===== config.mk =====
export PLATFORM = sky130hd
export DESIGN_NAME = button_press_classifier_core
export DESIGN_NICKNAME = d
export VERILOG_FILES = /design/src/bpc_pkg.sv /design/src/bpc_csr.sv /design/src/bpc_track.sv /design/src/button_press_classifier_core.sv
export SDC_FILE = /design/constraint.sdc
export NUM_CORES = 1
export LEC_CHECK = 0
export BUFFER_PORTS_ARGS = -buffer_cell sky130_fd_sc_hd__buf_2
export CELL_PAD_IN_SITES_DETAIL_PLACEMENT = 1
export CELL_PAD_IN_SITES_GLOBAL_PLACEMENT = 1
export CORE_MARGIN = 2
export CORE_UTILIZATION = 23
export DETAILED_ROUTE_END_ITERATION = 12
export GPL_TIMING_DRIVEN = 1
export PLACE_DENSITY_LB_ADDON = 0.1
export RECOVER_POWER = 50
export SLEW_MARGIN = 10
export SYNTH_ARGS = -nofsm -noshare
export SYNTH_HDL_FRONTEND = slang
export SYNTH_SLANG_ARGS = --single-unit

===== constraint.sdc =====
create_clock -name clock -period 4.1 [get_ports clock]
set_input_delay 0.205 -clock clock [delete_from_list [all_inputs] [get_ports clock]]
set_output_delay 0.205 -clock clock [all_outputs]
set_load 0.1 [all_outputs]

===== src/bpc_pkg.sv =====
package bpc_pkg;

   localparam int unsigned TimeWidth  = 32;
   localparam int unsigned CfgWidth   = 16;
   localparam int unsigned IndexWidth = 2;
   localparam int unsigned ReqWidth   = 40;
   localparam int unsigned RspWidth   = 8;

   // register indexes on the csr channel
   localparam logic [IndexWidth-1:0] RegDebounce  = 2'd0;
   localparam logic [IndexWidth-1:0] RegLongPress = 2'd1;
   localparam logic [IndexWidth-1:0] RegClickMin  = 2'd2;

   localparam logic [CfgWidth-1:0] DebounceReset  = 16'd50;
   localparam logic [CfgWidth-1:0] LongPressReset = 16'd1000;
   localparam logic [CfgWidth-1:0] ClickMinReset  = 16'd50;

   typedef struct packed {
      logic [CfgWidth-1:0] debounce_ms;
      logic [CfgWidth-1:0] long_press_ms;
      logic [CfgWidth-1:0] click_min_ms;
   } cfg_type;

   typedef struct packed {
      logic button_stable;
      logic long_press;
      logic short_click;
   } result_type;

endpackage


===== src/bpc_csr.sv =====
module bpc_csr (
   input  logic                              clock,
   input  logic                              reset,
   input  logic                              csr_valid,
   output logic                              csr_ready,
   input  logic [bpc_pkg::IndexWidth-1:0]    csr_index,
   input  logic [bpc_pkg::CfgWidth-1:0]      csr_data,
   output bpc_pkg::cfg_type                  cfg
);

   bpc_pkg::cfg_type cfg_ff;
   bpc_pkg::cfg_type cfg_in;

   assign csr_ready = 1'b1;

   always_comb begin
      cfg_in = cfg_ff;
      if (csr_valid) begin
         unique case (csr_index)
            bpc_pkg::RegDebounce:  cfg_in.debounce_ms   = csr_data;
            bpc_pkg::RegLongPress: cfg_in.long_press_ms = csr_data;
            bpc_pkg::RegClickMin:  cfg_in.click_min_ms  = csr_data;
            default:               cfg_in = cfg_ff;
         endcase
      end
   end

   always_ff @(posedge clock) begin
      if (reset) begin
         cfg_ff.debounce_ms   <= bpc_pkg::DebounceReset;
         cfg_ff.long_press_ms <= bpc_pkg::LongPressReset;
         cfg_ff.click_min_ms  <= bpc_pkg::ClickMinReset;
      end else begin
         cfg_ff <= cfg_in;
      end
   end

   assign cfg = cfg_ff;

endmodule


===== src/bpc_track.sv =====
module bpc_track (
   input  logic                             clock,
   input  logic                             reset,
   input  logic                             step,
   input  logic [bpc_pkg::TimeWidth-1:0]    now_ms,
   input  logic                             button_raw,
   input  bpc_pkg::cfg_type                 cfg,
   output bpc_pkg::result_type              result
);

   logic                           last_raw_ff, last_raw_in;
   logic                           stable_ff, stable_in;
   logic [bpc_pkg::TimeWidth-1:0]  change_time_ff, change_time_in;
   logic [bpc_pkg::TimeWidth-1:0]  press_start_ff, press_start_in;
   logic                           active_ff, active_in;
   logic                           long_done_ff, long_done_in;

   logic [bpc_pkg::TimeWidth-1:0]  since_change;
   logic [bpc_pkg::TimeWidth-1:0]  held;
   logic                           raw_changed;
   logic                           settled;
   logic                           held_long;
   logic                           held_click;
   logic                           clk_flag;
   logic                           lng_flag;

   assign raw_changed = (button_raw != last_raw_ff);
   // a fresh raw edge restarts the timer at this sample, so elapsed is zero
   assign since_change = raw_changed ? '0 : (now_ms - change_time_ff);
   assign settled = (since_change >= {16'd0, cfg.debounce_ms}) && (button_raw != stable_ff);
   assign held = now_ms - press_start_ff;
   assign held_long  = (held >= {16'd0, cfg.long_press_ms});
   assign held_click = (held >= {16'd0, cfg.click_min_ms});

   always_comb begin
      last_raw_in    = button_raw;
      change_time_in = raw_changed ? now_ms : change_time_ff;
      stable_in      = stable_ff;
      press_start_in = press_start_ff;
      active_in      = active_ff;
      long_done_in   = long_done_ff;
      clk_flag       = 1'b0;
      lng_flag       = 1'b0;
      if (settled) begin
         stable_in = button_raw;
         if (button_raw) begin
            press_start_in = now_ms;
            active_in      = 1'b1;
            long_done_in   = 1'b0;
            // hold starts now: long only when the threshold is zero
            if (cfg.long_press_ms == '0) begin
               lng_flag     = 1'b1;
               long_done_in = 1'b1;
            end
         end else begin
            if (!long_done_ff) begin
               if (held_long) begin
                  lng_flag = 1'b1;
               end else if (held_click) begin
                  clk_flag = 1'b1;
               end
            end
            press_start_in = '0;
            active_in      = 1'b0;
            long_done_in   = 1'b0;
         end
      end else if (stable_ff && active_ff && !long_done_ff && held_long) begin
         lng_flag     = 1'b1;
         long_done_in = 1'b1;
      end
   end

   always_ff @(posedge clock) begin
      if (reset) begin
         last_raw_ff    <= 1'b0;
         stable_ff      <= 1'b0;
         change_time_ff <= '0;
         press_start_ff <= '0;
         active_ff      <= 1'b0;
         long_done_ff   <= 1'b0;
      end else if (step) begin
         last_raw_ff    <= last_raw_in;
         stable_ff      <= stable_in;
         change_time_ff <= change_time_in;
         press_start_ff <= press_start_in;
         active_ff      <= active_in;
         long_done_ff   <= long_done_in;
      end
   end

   assign result.short_click   = clk_flag;
   assign result.long_press    = lng_flag;
   assign result.button_stable = stable_in;

   a_flags_exclusive: assert property (@(posedge clock) disable iff (reset)
      !(result.short_click && result.long_press))
      else $error("short click and long press on one item");

   a_long_done_in_press: assert property (@(posedge clock) disable iff (reset)
      long_done_ff |-> (active_ff && stable_ff))
      else $error("long press marked outside a press");

   a_release_clears: assert property (@(posedge clock) disable iff (reset)
      $fell(stable_ff) |-> (!active_ff && !long_done_ff && press_start_ff == '0))
      else $error("press state left over after release");

   a_long_once: assert property (@(posedge clock) disable iff (reset)
      (step && result.long_press && stable_in) |=> long_done_ff)
      else $error("long press during hold not recorded");

endmodule


===== src/button_press_classifier_core.sv =====
// Push button classifier: debounce plus short click / long press detection.
//
// req channel: one sample per item (now_ms in req_tdata[31:0], button_raw in
// req_tdata[32]). rsp channel: exactly one result per sample, giving
// short_click, long_press and the debounced level button_stable.
// csr channel: index 0 debounce_ms, 1 long_press_ms, 2 click_min_ms (16 bit);
// other indexes are dropped. Write only while no sample is in flight.
//
// Throughput: one sample per cycle; the input register feeds the tracker
// and its result register, both advancing together whenever the result
// register is empty or being drained.
// Stall: when rsp_tready is low the result holds in the output register and
// one further sample waits in the input register; req_tready then drops.
// Reset: thresholds return to 50 / 1000 / 50 ms, the button reads released
// and both registers empty.
module button_press_classifier_core (
   input  logic                               clock,
   input  logic                               reset,
   input  logic                               req_tvalid,
   output logic                               req_tready,
   input  logic [bpc_pkg::ReqWidth-1:0]       req_tdata,   // now_ms[31:0], button_raw[32]
   output logic                               rsp_tvalid,
   input  logic                               rsp_tready,
   output logic [bpc_pkg::RspWidth-1:0]       rsp_tdata,   // short_click, long_press,
                                                           // button_stable
   input  logic                               csr_valid,
   output logic                               csr_ready,
   input  logic [bpc_pkg::IndexWidth-1:0]     csr_index,
   input  logic [bpc_pkg::CfgWidth-1:0]       csr_data
);

   bpc_pkg::cfg_type               cfg;
   bpc_pkg::result_type            result;

   logic                           in_valid_ff;
   logic [bpc_pkg::TimeWidth-1:0]  now_ff;
   logic                           raw_ff;
   logic                           out_valid_ff;
   bpc_pkg::result_type            out_ff;
   logic                           advance;

   assign advance    = in_valid_ff && (!out_valid_ff || rsp_tready);
   assign req_tready = !in_valid_ff || advance;

   always_ff @(posedge clock) begin
      if (reset) begin
         in_valid_ff <= 1'b0;
      end else if (req_tready) begin
         in_valid_ff <= req_tvalid;
      end
   end

   always_ff @(posedge clock) begin
      if (req_tready && req_tvalid) begin
         now_ff <= req_tdata[bpc_pkg::TimeWidth-1:0];
         raw_ff <= req_tdata[bpc_pkg::TimeWidth];
      end
   end

   bpc_csr u_csr (
      .clock     (clock),
      .reset     (reset),
      .csr_valid (csr_valid),
      .csr_ready (csr_ready),
      .csr_index (csr_index),
      .csr_data  (csr_data),
      .cfg       (cfg)
   );

   bpc_track u_track (
      .clock      (clock),
      .reset      (reset),
      .step       (advance),
      .now_ms     (now_ff),
      .button_raw (raw_ff),
      .cfg        (cfg),
      .result     (result)
   );

   always_ff @(posedge clock) begin
      if (reset) begin
         out_valid_ff <= 1'b0;
      end else if (advance) begin
         out_valid_ff <= 1'b1;
      end else if (rsp_tready) begin
         out_valid_ff <= 1'b0;
      end
   end

   always_ff @(posedge clock) begin
      if (advance) begin
         out_ff <= result;
      end
   end

   assign rsp_tvalid = out_valid_ff;
   assign rsp_tdata  = {5'd0, out_ff.button_stable, out_ff.long_press, out_ff.short_click};

   a_stall_holds: assert property (@(posedge clock) disable iff (reset)
      (out_valid_ff && !rsp_tready) |=> (out_valid_ff && $stable(out_ff)))
      else $error("result changed while stalled");

   a_no_step_on_stall: assert property (@(posedge clock) disable iff (reset)
      (out_valid_ff && !rsp_tready) |-> !advance)
      else $error("tracker advanced into a full result register");

   a_full_blocks: assert property (@(posedge clock) disable iff (reset)
      (in_valid_ff && out_valid_ff && !rsp_tready) |-> !req_tready)
      else $error("item taken with both registers full");

endmodule


==> qor.yml <==
crit_chain: "ha_1, nor2b_4, o31a_1, o21ai_1, nand2b_1, a21o_1, a21o_1, a21o_1, a21oi_2, xor2_1, nor2_1, ha_1, a21o_1, a21o_1, a21oi_2, o21ai_2, or3_4, o2111ai_4, a21oi_1, a31oi_2, nor3_4, buf_12, a22o_1"
cts_sinks: 154
yosys_register_bits: 154
dr.pass1.iters: 5
vias: 10600
p_int_mw: 3.31
worst_clock_skew_ps: 16.1
rsz0062_at_grt: "yes"
synth_ff_type: "dfxtp_1"
p_sw_mw: 1.66
synth_area_per_cell_um2: 8.11
die_y_um: 222
cts.path.max_buffers: 2
whs_ps: 42.9
ys_warn_count: 0
final_max_slew_viol_count: 0
vdd_drop_max_v: 0.000228
yosysSeqAreaShare_pct: 31.4
place_congestion: 0.811
crit_buf_inv: 1
worstSetupStartpointType: "flip-flop"
setup_viol: 38
synth_edf_count: 36
leakagePower_nw: 5.90
critPathMaxStageDelay_ps: 420
fmax_mhz: 216
cts_tree: "done"
dpl.hpwl_um: 33100
antenna_found_initial: 0
drive_above_1_share_pct: 22.6
setup_slack_ps: -538
worstPathArrival_ps: 5000
insertedDiodeCount: 0
powerDensity_nw_per_um2: 342
yosysMostFrequentCell: "nand2_1"
final_area_um2: 14500
fp-row-count: 80
critPathTopFamily: "compound AO/OA/AOI/OAI gates"
worst_slew_pin_slew_ps: 1040
fin_tns_setup_ps: -18800
min_path_type: "in2reg"
failed_checks: "setup timing"
synth_area_um2: 11000
wire_per_inst_um: 18.5
die_w_um: 222
finalCritPeriodShare_pct: 113
placed_cell_area_um2: 13200
die_area_um2: 49400
core_um2: 47300
period_needed_ps: 4640
synth_area_leaders: "dfxtp_1, ha_1, edfxtp_1"
syn2layout_area_growth_pct: 32.3
clk_pin_slew_worst_paths_ps: 70
slew-limit-headroom_pct: 30.6
status: "complete, but fails checks"
cts_buffers: 17
routed_via_density: 4.69
yosys.area.top_type: "dfxtp_1"
grt_pass1_vias: 10900
cts_htree_levels: 4
crit_path_frequent_cell: "a21o_1"
grt-ovfl-total: 0
async_flop_share_pct: 0
clkLatencyLatePin_ps: 470
power.share.clock_pct: 34.3
path_class: "reg2reg"
cp_slowest_cell: "edfxtp_1"
wl_um: 41700
p_seq_share_pct: 33.9
syn_inst: 1352
cap_violations: 0
finalHoldViolations: 0
grt_max_degree: 59
start_util_pct: 23.2
synth_cell_types: 89
crit_fanout: 33
grt_usage_pct: 17.2
cp-end-kind: "flip-flop"
port_buffers: 60
cp.required_ps: 4460
drtAntennaViolNets: 0
drtIter0Drc: 542
ys_top_cells_by_count: "nand2_1, a21oi_1, inv_1, dfxtp_1, ha_1"
cts_root_buf: "clkbuf_16"
fin_util_pct: 30.6
p_comb_share_pct: 31.8
layout.nets: 1797
io_pins: 74
drc_errors: 0
yosysTopAreaCellShare_pct: 21.5
swShare_pct: 33.4
grt_pass1_wl_um: 65000
pre_cts_ws_ps: -824
==> worst register-to-register path, delay by kind of cell (launching register included) <==
| family | cells | cell delay [ps] |
|---|---|---|
| buffers and inverters | 1 | 200 |
| xor gates and xnor gates | 1 | 160 |
| DFF | 1 | 420 |
| and+or+nand+nor | 5 | 760 |
| AOI/OAI and AO/OA | 14 | 2380 |
| adders and majority gates | 2 | 610 |
==> stage by stage <==
step                instances  total power [mW]
floorplan                1356              2.58
global placement         2164              3.18
detailed placement       2164              3.19
CTS                      2245              5.00
global route             2250              5.28
finish                   2250              4.96
==> metal layers <==
| metal | share of wire [%] | global-route usage (%) | vias up |
|---|---|---|---|
| met2 | 45 | 26.9 | 86 |
| met3 | 1.8 | 2.68 | 30 |
| met5 | 0 | 0 | - |
| li1 | - | - | 5336 |
| met4 | 1.4 | 4.32 | 0 |
| met1 | 52 | 24.5 | 5104 |
==> cells by family (layout without fill, tap and decap cells) <==
logic type,Yosys count,count (layout),share of synthesized area (%)
AO/OA/AOI/OAI,406,406,24.6
multiplexers,7,7,0.651
adder cells (fa/ha/maj),112,112,12.9
XOR/XNOR,36,36,2.88
buffers and inverters,191,470,7.94
flip-flops,154,154,31.4
AND/OR/NAND/NOR,444,444,19.5
other,2,6,0.0685
==> registers in the layout (all words and copies together) (netlist names) <==
register,flops
in_valid_ff,1
u_track.press_start_ff,32
u_track.change_time_ff,32
rsp_tdata,3
u_track.long_done_ff,1
u_csr.cfg,48
rsp_tvalid,1
now_ff,32
u_track.active_ff,1
raw_ff,1
u_track.last_raw_ff,1
u_track.stable_ff,1
==> what timing repair did <==
item / CTS / global route
hold buffers: 40 / 0
pin swaps: 25 / 16
cloned: 0 / 0
endpoints found under the setup margin: 38 / 38
gates resized for setup: 22 / 15
endpoints found under the hold margin: 48 / 0
buffers inserted: 9 / 5
==> path summary, 6_finish.rpt <==
path,cells after the start,start,slack (ps),to
max,23,now_ff[1],-540,u_track.press_start_ff[31]
min,2,csr_data[8],40,u_csr.cfg[24]
max reg2reg,23,now_ff[1],-540,u_track.press_start_ff[31]
min reg2reg,2,u_track.change_time_ff[16],450,u_track.change_time_ff[16]
==> power groups by stage <==
| stage | Clock (mW) | Sequential [mW] | Combinational [mW] |
|---|---|---|---|
| 2_1_floorplan | 0 | 1.71 | 0.868 |
| 3_3_place_gp | 0 | 1.71 | 1.46 |
| 3_5_place_dp | 0 | 1.71 | 1.47 |
| 4_1_cts | 1.77 | 1.68 | 1.55 |
| 5_1_grt | 1.84 | 1.69 | 1.75 |
| 6_report | 1.70 | 1.68 | 1.58 |
==> placed cells by master (no fill, tap or decap), types with 10 or more instances in the layout <==
| master | Yosys | final |
|---|---|---|
| buf_4 | 6 | 208 |
| nand2_1 | 198 | 195 |
| a21oi_1 | 154 | 147 |
| inv_1 | 125 | 124 |
| dfxtp_1 | 118 | 118 |
| ha_1 | 110 | 108 |
| nor2_1 | 75 | 75 |
| buf_2 | 9 | 52 |
| o21ai_0 | 52 | 49 |
| dlygate4sd3_1 | 0 | 40 |
| edfxtp_1 | 36 | 36 |
| a22o_1 | 32 | 32 |
| a21o_1 | 29 | 29 |
| nand3_1 | 25 | 25 |
| nor3_1 | 25 | 24 |
| nand4_1 | 20 | 20 |
| clkbuf_16 | 0 | 20 |
| xor2_1 | 17 | 17 |
| xnor2_1 | 19 | 17 |
| a211o_1 | 15 | 15 |
| nor2b_1 | 16 | 13 |
| o21a_1 | 13 | 13 |
| and3_1 | 12 | 12 |
| o211ai_1 | 12 | 12 |
| nand2b_1 | 11 | 11 |
| a211oi_1 | 12 | 10 |
==> final cells by class <==
cell class,instances,area [µm²]
sequential,154,3440
clock inverter,9,96.3
multi-input combinational,1011,6870
fill,5669,32800
clock buffer,23,522
inverter,125,469
timing repair buffer,313,2330
tap,615,769
Note: power is estimated with default switching activity, not from simulation.
